## config.mk

```make
export PLATFORM = sky130hd
export DESIGN_NAME = fixed_capacity_integer_set_top
export DESIGN_NICKNAME = d
export VERILOG_FILES = /design/src/design/fcis_pkg.sv /design/src/design/fcis_ram.sv /design/src/design/fixed_capacity_integer_set_top.sv
export SDC_FILE = /design/constraint.sdc
export NUM_CORES = 2
export LEC_CHECK = 0
export BUFFER_PORTS_ARGS = -buffer_cell sky130_fd_sc_hd__buf_4
export CELL_PAD_IN_SITES_DETAIL_PLACEMENT = 0
export CELL_PAD_IN_SITES_GLOBAL_PLACEMENT = 1
export CORE_MARGIN = 5
export CORE_UTILIZATION = 35
export CTS_BUF_LIST = sky130_fd_sc_hd__clkbuf_16
export CTS_CLUSTER_SIZE = 8
export DETAILED_ROUTE_END_ITERATION = 6
export GPL_ROUTABILITY_DRIVEN = 0
export PLACE_DENSITY_LB_ADDON = 0.3
export SYNTH_ARGS = -nofsm -noshare
export SYNTH_HDL_FRONTEND = slang
export SYNTH_HIERARCHICAL = 1
export SYNTH_MEMORY_MAX_BITS = 65536
export SYNTH_SLANG_ARGS = --single-unit
export TNS_END_PERCENT = 100
```

## constraint.sdc

```tcl
create_clock -name clk_i -period 10.41 [get_ports clk_i]
set_clock_uncertainty 0.05 [all_clocks]
set_input_delay 1.5615 -clock clk_i [delete_from_list [all_inputs] [get_ports clk_i]]
set_output_delay 1.5615 -clock clk_i [all_outputs]
set_load 0.1 [all_outputs]
```

## src/design/fcis_pkg.sv

```systemverilog
package fcis_pkg;

  localparam int unsigned CAPACITY = 128;
  localparam int unsigned ADDR_W   = $clog2(CAPACITY);
  localparam int unsigned VALUE_W  = 32;
  // one slot word: valid flag on top of the value
  localparam int unsigned SLOT_W   = VALUE_W + 1;

  localparam int unsigned IN_TDATA_W  = 40;
  localparam int unsigned OUT_TDATA_W = 8;

  typedef enum logic [1:0] {
    REQ_INSERT = 2'd0,
    REQ_REMOVE = 2'd1,
    REQ_QUERY  = 2'd2,
    REQ_CLEAR  = 2'd3
  } req_e;

  typedef enum logic [1:0] {
    ST_SUCCESS = 2'd0,
    ST_PRESENT = 2'd1,
    ST_FULL    = 2'd2,
    ST_ABSENT  = 2'd3
  } status_e;

endpackage

```

## src/design/fcis_ram.sv

```systemverilog
module fcis_ram #(
  parameter int unsigned DEPTH = 128,
  parameter int unsigned WIDTH = 32,
  parameter int unsigned AW    = $clog2(DEPTH)
) (
  input  logic             clk_i,
  input  logic             en_i,
  input  logic             we_i,
  input  logic [AW-1:0]    addr_i,
  input  logic [WIDTH-1:0] wdata_i,
  output logic [WIDTH-1:0] rdata_o
);

  logic [WIDTH-1:0] mem_q [DEPTH];
  logic [WIDTH-1:0] rdata_q;

  always_ff @(posedge clk_i) begin
    if (en_i) begin
      if (we_i) begin
        mem_q[addr_i] <= wdata_i;
      end else begin
        rdata_q <= mem_q[addr_i];
      end
    end
  end

  assign rdata_o = rdata_q;

endmodule

```

## src/design/fixed_capacity_integer_set_top.sv

```systemverilog
// Set of up to 128 signed 32-bit values, held in a single-port slot RAM whose
// words carry a valid flag above the value.
// Input stream (s_axis): one request per transaction, tdata carries the
// request kind and the value. Output stream (m_axis): one result per request,
// tdata carries the success flag and the status code.
// Insert, remove and query each sweep all slots, one read a cycle. The result
// register is loaded after the reads, the compare of the last slot, and then
// in the write-back step, which stores an insert or remove in its slot.
// Clear writes every slot invalid, one write a cycle, and then presents its
// result through the same done step.
// The RAM port is the limit: one read or one write per cycle. With a ready
// receiver a new request can be taken in the same cycle as the result is
// presented.
// One request is in progress at a time; s_axis_tready is high only when
// the block is idle and the result register is empty or being drained.
// When the receiver stalls, the result is held in its register and a
// finished request waits before writing back.
// After reset the same clearing pass runs over all slots, so s_axis_tready
// stays low until that pass has finished.
module fixed_capacity_integer_set_top (
  input  logic clk_i,
  input  logic rst_ni,
  input  logic                                s_axis_tvalid,
  output logic                                s_axis_tready,
  // [1:0] req_type, [33:2] value, [39:34] zero
  input  logic [fcis_pkg::IN_TDATA_W-1:0]     s_axis_tdata,
  output logic                                m_axis_tvalid,
  input  logic                                m_axis_tready,
  // [0] ok, [2:1] status, [7:3] zero
  output logic [fcis_pkg::OUT_TDATA_W-1:0]    m_axis_tdata
);

  import fcis_pkg::*;

  typedef enum logic [1:0] {
    S_WIPE,
    S_IDLE,
    S_SCAN,
    S_DONE
  } state_e;

  localparam logic [ADDR_W-1:0] LAST_ADDR = ADDR_W'(CAPACITY - 1);

  state_e               state_q;
  req_e                 req_q;
  logic [VALUE_W-1:0]   value_q;
  logic [ADDR_W-1:0]    rd_addr_q;
  logic                 issue_done_q;
  logic                 cmp_pend_q;
  logic [ADDR_W-1:0]    cmp_addr_q;
  logic                 hit_found_q;
  logic [ADDR_W-1:0]    hit_idx_q;
  logic                 free_found_q;
  logic [ADDR_W-1:0]    free_idx_q;
  logic                 out_valid_q;
  logic                 ok_q;
  status_e              status_q;

  logic                 in_acc;
  logic                 out_free;
  logic                 ram_en;
  logic                 ram_we;
  logic [ADDR_W-1:0]    ram_addr;
  logic [SLOT_W-1:0]    ram_wdata;
  logic [SLOT_W-1:0]    ram_rdata;
  logic                 slot_valid;
  logic                 slot_match;
  logic                 ins_ok;
  logic                 rem_ok;
  req_e                 in_req;

  assign out_free      = !out_valid_q || m_axis_tready;
  assign s_axis_tready = (state_q == S_IDLE) && out_free;
  assign in_acc        = s_axis_tvalid && s_axis_tready;
  assign in_req        = req_e'(s_axis_tdata[1:0]);

  assign slot_valid = ram_rdata[VALUE_W];
  assign slot_match = slot_valid && (ram_rdata[VALUE_W-1:0] == value_q);
  assign ins_ok     = (req_q == REQ_INSERT) && !hit_found_q && free_found_q;
  assign rem_ok     = (req_q == REQ_REMOVE) && hit_found_q;

  always_comb begin
    ram_en    = 1'b0;
    ram_we    = 1'b0;
    ram_addr  = rd_addr_q;
    ram_wdata = '0;
    if (state_q == S_WIPE) begin
      ram_en = 1'b1;
      ram_we = 1'b1;
    end else if (state_q == S_SCAN && !issue_done_q) begin
      ram_en = 1'b1;
    end else if (state_q == S_DONE && out_free && ins_ok) begin
      ram_en    = 1'b1;
      ram_we    = 1'b1;
      ram_addr  = free_idx_q;
      ram_wdata = {1'b1, value_q};
    end else if (state_q == S_DONE && out_free && rem_ok) begin
      ram_en    = 1'b1;
      ram_we    = 1'b1;
      ram_addr  = hit_idx_q;
      ram_wdata = {1'b0, value_q};
    end
  end

  fcis_ram #(
    .DEPTH (CAPACITY),
    .WIDTH (SLOT_W)
  ) u_ram (
    .clk_i   (clk_i),
    .en_i    (ram_en),
    .we_i    (ram_we),
    .addr_i  (ram_addr),
    .wdata_i (ram_wdata),
    .rdata_o (ram_rdata)
  );

  always_ff @(posedge clk_i or negedge rst_ni) begin
    if (!rst_ni) begin
      state_q      <= S_WIPE;
      req_q        <= REQ_INSERT;
      value_q      <= '0;
      rd_addr_q    <= '0;
      issue_done_q <= 1'b0;
      cmp_pend_q   <= 1'b0;
      cmp_addr_q   <= '0;
      hit_found_q  <= 1'b0;
      hit_idx_q    <= '0;
      free_found_q <= 1'b0;
      free_idx_q   <= '0;
      out_valid_q  <= 1'b0;
      ok_q         <= 1'b0;
      status_q     <= ST_SUCCESS;
    end else begin
      if (out_valid_q && m_axis_tready) begin
        out_valid_q <= 1'b0;
      end
      cmp_pend_q <= (state_q == S_SCAN) && !issue_done_q;
      cmp_addr_q <= rd_addr_q;

      case (state_q)
        S_WIPE: begin
          // invalidate one slot a cycle; only a clear request reports back
          rd_addr_q <= rd_addr_q + 1'b1;
          if (rd_addr_q == LAST_ADDR) begin
            state_q <= (req_q == REQ_CLEAR) ? S_DONE : S_IDLE;
          end
        end

        S_IDLE: begin
          if (in_acc) begin
            req_q        <= in_req;
            value_q      <= s_axis_tdata[VALUE_W+1:2];
            rd_addr_q    <= '0;
            issue_done_q <= 1'b0;
            hit_found_q  <= 1'b0;
            free_found_q <= 1'b0;
            if (in_req == REQ_CLEAR) begin
              state_q <= S_WIPE;
            end else begin
              state_q <= S_SCAN;
            end
          end
        end

        S_SCAN: begin
          if (!issue_done_q) begin
            rd_addr_q <= rd_addr_q + 1'b1;
            if (rd_addr_q == LAST_ADDR) begin
              issue_done_q <= 1'b1;
            end
          end
          if (cmp_pend_q) begin
            // keep the lowest matching slot and the lowest free slot
            if (slot_match && !hit_found_q) begin
              hit_found_q <= 1'b1;
              hit_idx_q   <= cmp_addr_q;
            end
            if (!slot_valid && !free_found_q) begin
              free_found_q <= 1'b1;
              free_idx_q   <= cmp_addr_q;
            end
            if (cmp_addr_q == LAST_ADDR) begin
              state_q <= S_DONE;
            end
          end
        end

        S_DONE: begin
          // hold the write-back until the result register can take the result
          if (out_free) begin
            state_q     <= S_IDLE;
            out_valid_q <= 1'b1;
            case (req_q)
              REQ_INSERT: begin
                if (hit_found_q) begin
                  ok_q     <= 1'b0;
                  status_q <= ST_PRESENT;
                end else if (!free_found_q) begin
                  ok_q     <= 1'b0;
                  status_q <= ST_FULL;
                end else begin
                  ok_q     <= 1'b1;
                  status_q <= ST_SUCCESS;
                end
              end
              REQ_REMOVE: begin
                if (hit_found_q) begin
                  ok_q     <= 1'b1;
                  status_q <= ST_SUCCESS;
                end else begin
                  ok_q     <= 1'b0;
                  status_q <= ST_ABSENT;
                end
              end
              REQ_QUERY: begin
                ok_q     <= hit_found_q;
                status_q <= hit_found_q ? ST_SUCCESS : ST_ABSENT;
              end
              default: begin
                ok_q     <= 1'b1;
                status_q <= ST_SUCCESS;
              end
            endcase
          end
        end

        default: begin
          state_q <= S_IDLE;
        end
      endcase
    end
  end

  assign m_axis_tvalid = out_valid_q;
  assign m_axis_tdata  = {5'b0, status_q, ok_q};

  a_clear_sweeps: assert property (@(posedge clk_i) disable iff (!rst_ni)
    (in_acc && in_req == REQ_CLEAR) |=> (state_q == S_WIPE))
    else $error("clear did not start a sweep");

  a_write_phase: assert property (@(posedge clk_i) disable iff (!rst_ni)
    ram_we |-> (state_q == S_WIPE || state_q == S_DONE))
    else $error("slot write outside wipe or write-back");

  a_ok_status: assert property (@(posedge clk_i) disable iff (!rst_ni)
    out_valid_q |-> (ok_q == (status_q == ST_SUCCESS)))
    else $error("ok flag disagrees with status");

  a_cmp_in_scan: assert property (@(posedge clk_i) disable iff (!rst_ni)
    cmp_pend_q |-> (state_q == S_SCAN))
    else $error("compare pending outside sweep");

  a_result_held: assert property (@(posedge clk_i) disable iff (!rst_ni)
    (out_valid_q && !m_axis_tready) |=> (out_valid_q && $stable(m_axis_tdata)))
    else $error("stalled result changed");

endmodule
```

==> impl_summary.txt <==
----------------------------------------------------
[GRT]
  First-pass GRT wire length ... 790000 um
  Congestion Overflow GR ... 0
  Antenna violations before repair ... 41
  Vias in the first global route ... 98500
  Maximum number of pins on one net before global-route repair ... 142
  Tot GR Track Use ... 22.5%

[Timing]
  RSZ-0062 raised after global routing ... no
  Smallest hold slack ... 440 ps
  Number of slew-limit violations in the final report ... 4
  Tcrit/Tclk final ... 66.5%
  Actual transition at the worst max-transition pin ... 1610 ps
  Maximum achievable frequency ... 144 MHz
  Total Neg Setup Slack ... 0 ps
  Slew headroom ... -7.35%
  Total of endpoints with negative setup slack in the final report ... 0
  Period minus WS final ... 6920 ps
  Endpoints failing hold ... 0

[Yosys]
  Sequential cell area fraction in the yosys report ... 77.5%
  Gate count of the mapped netlist ... 9687
  Library cell with the highest instance count after synthesis ... edfxtp_1
  Number of register bits inferred by synthesis ... 4329
  Post-Syn Area per Cell ... 17.3 um2
  Post-synthesis instance area ... 167000 um2
  Post-synthesis async set-or-reset flop share ... 1.66%
  Top area cells in the synthesized netlist ... edfxtp_1 (76%), mux2_2 (3.0%), a22oi_1 (2.9%), a221oi_1 (2.0%), a221o_1 (1.8%)
  Most used DFF post-synth ... edfxtp_1
  Cell type contributing the most total cell area after synthesis ... edfxtp_1
  Number of distinct library cell variants in the gate-level netlist after synthesis ... 80
  Area fraction of the dominant cell type after synthesis ... 76.4%
  Syn. warnings ... 6
  Ranking of synthesized cells by instance count ... edfxtp_1 (4257), a22oi_1 (649), a21oi_1 (459), mux2_2 (444), clkbuf_1 (414)
  EDFF count, synth ... 4257

[Clocking]
  Clock Latency Late Sink ... 1050 ps
  Setup repair bufs after CTS ... 0
  Number of sinks driven by the clock tree ... 4329
  Cts hold-fix bufs ... 0
  CTS root buf ... clkbuf_16
  Total CTS buffers ... 612
  Clock tree from TritonCTS ... done
  Resize count post-CTS ... 0
  Maximum root-to-sink buffer count ... 4
  Clock transition at the registers of the reported paths ... 50 ps
  Number of levels in the clock H-tree ... 6

[Power]
  Total power divided by cell area ... 302 nW/um2
  Total leakage power ... 53.6 nW
  Worst VDD drop ... 0.233 mV

[Drt]
  Antenna Violating Nets Remaining ... 0
  Avg Vias per Cell ... 6.13
  Count of vias placed by the detailed router ... 101000
  Detailed-routed wire length on met3 ... 57400 um
  Wirelength per Cell ... 34.8 um
  DR WL met2 ... 260000 um
  Final routed wirelength across all metal layers ... 573000 um
  Pre-Repair DR Iteration Count ... 7
  Top metal layer carrying routed signals ... met5
  M1 WL ... 229000 um
  DRC ... 0
  Violation count after the first detailed-route iteration ... 14100

[Floorplan]
  Num ports ... 54
  CORE AREA ... 475000 um2
  Die extent in y ... 701 um
  Initial standard-cell utilization of the core ... 35.2%
  Cell row count ... 253
  X dimension of the die ... 701 um
  Die footprint ... 492000 um2

[Critical path]
  Capturing element type of the critical path ... flop
  Data arrival, critical path ... 7670 ps
  Slowest cell on the critical path ... nor4b_1
  Largest delay contributor family on the critical path ... compound AO/OA/AOI/OAI gates
  Delay contributed by the slowest stage of the critical path ... 1230 ps
  Buffers & Inverters on Critical Path ... 3
  Critical-path cell list ... buf_4 > nand2b_1 > nand3_1 > a21oi_4 > nor2_1 > a21oi_4 > buf_12 > buf_4 > or3b_2 > a21oi_1 > o21ai_0 > nor4b_1 > o221ai_2 > a31o_1
  Sort of element at the start of the critical path ... primary input
  Worst setup path class ... primary input to flop
  Required time of the critical path ... 11160 ps
  Max FO, Critical Path ... 72

[Cells and area]
  Fin cells ... 16500
  Post-Layout Inst Area ... 194000 um2
  Area Growth Syn to Fin ... 15.8%
  Fraction of final layout cells sized beyond drive strength 1 ... 18.3%
  Post-layout nets ... 10000

[Placement]
  Detailed placer's ending HPWL ... 325000 um
  Placed insts ... 15700
  Placement Cell Area ... 177000 um2
  Buffers on Ports ... 42

[Job]
  Number of max-cap violations ... 2

[Min path]
  Worst hold path type ... flop to flop

[Run status]
  Violated checks ... max-capacitance violations, max-slew violations
  Outcome ... finished, violations left

----------------------------------------------------
[state kept, by name (all words and copies together), names as in the netlist]
signal         flops
u_ram/mem_q     4224
u_ram/rdata_o     33
value_q           32
cmp_addr_q         7
free_idx_q         7
hit_idx_q          7
rd_addr_q          7
req_q              2
state_q            2
status_q           2
cmp_pend_q         1
free_found_q       1
hit_found_q        1
issue_done_q       1
m_axis_tvalid      1
ok_q               1
[through the flow]
stage	utilization [%]	power [W]	worst slack [ps]
6_report	40.7	0.0585	3490
2_1_floorplan	-	0.0312	950
3_5_place_dp	37.3	0.0406	2710
4_1_cts	40.7	0.0583	3770
3_3_place_gp	37.3	0.0405	2730
5_1_grt	40.7	0.0601	3560
[report_power, final]
group	internal (W)	switching [W]
Combinational	0.00583	0.0144
Clock	0.0105	0.00717
Sequential	0.0201	0.000468
[final timing paths]
path                                          start                     endpoint  slack [ps]  depth (start not counted)
setup / recovery                      m_axis_tready  u_ram/rdata_o[29]$_DFFE_PP_        3490                         14
hold / removal             rd_addr_q[6]$_DFFE_PN0P_      cmp_addr_q[6]$_DFF_PN0_         440                          0
setup reg to reg             state_q[0]$_DFFE_PN0P_  u_ram/rdata_o[29]$_DFFE_PP_        3510                         12
hold reg to reg            rd_addr_q[6]$_DFFE_PN0P_      cmp_addr_q[6]$_DFF_PN0_         440                          0
max in group asynchronous                    rst_ni      status_q[1]$_DFFE_PN0P_        9080                          1
min in group asynchronous                    rst_ni      value_q[23]$_DFFE_PN0P_         620                          1
[cell usage in the layout, fill, tap and decap left out, types with 36 or more instances in the layout]
cell type and instances:
a221o_1 300, nor2b_1 122, nand3_1 56, mux2i_1 154, inv_1 41, o21ai_0 362
o221ai_1 92, a21oi_1 451, a221oi_1 387, nand2_1 278, a211oi_1 127, a22oi_1 649
nor2_1 84, o211ai_1 36, buf_4 412, or3b_2 36, buf_12 41, mux2_2 444
clkbuf_16 618, edfxtp_1 4257, nor2_4 129, mux2_1 39, o22ai_1 128, dfrtp_1 72
o22a_1 56, a222oi_1 129
[cell families after synthesis]
kind of cell	after synthesis	synth area share, %
flops	4329	77.5
compound gates	2932	13.0
simple gates	943	2.86
buf+inv	803	2.09
mux	651	4.36
xor+xnor	24	0.126
fa+ha+maj	4	0.0299
other cells	1	0.00224
[final cells by class]
type	instances	area, um2
diodes	23	57.6
clock buffers	618	15500
clock inverters	84	1100
fillers	42300	282000
inverters	17	83.8
multi-input cells	4559	35500
flip-flops and latches	4329	130000
well taps	6375	7980
repair buffers	453	3910
[layer usage]
metal	global-route usage, %	vias up
li1	-	40700
met1	30.8	53200
met2	34.9	5842
met3	4.87	1089
met4	9.17	6
met5	0	-
(Power assumes the default switching activity.)
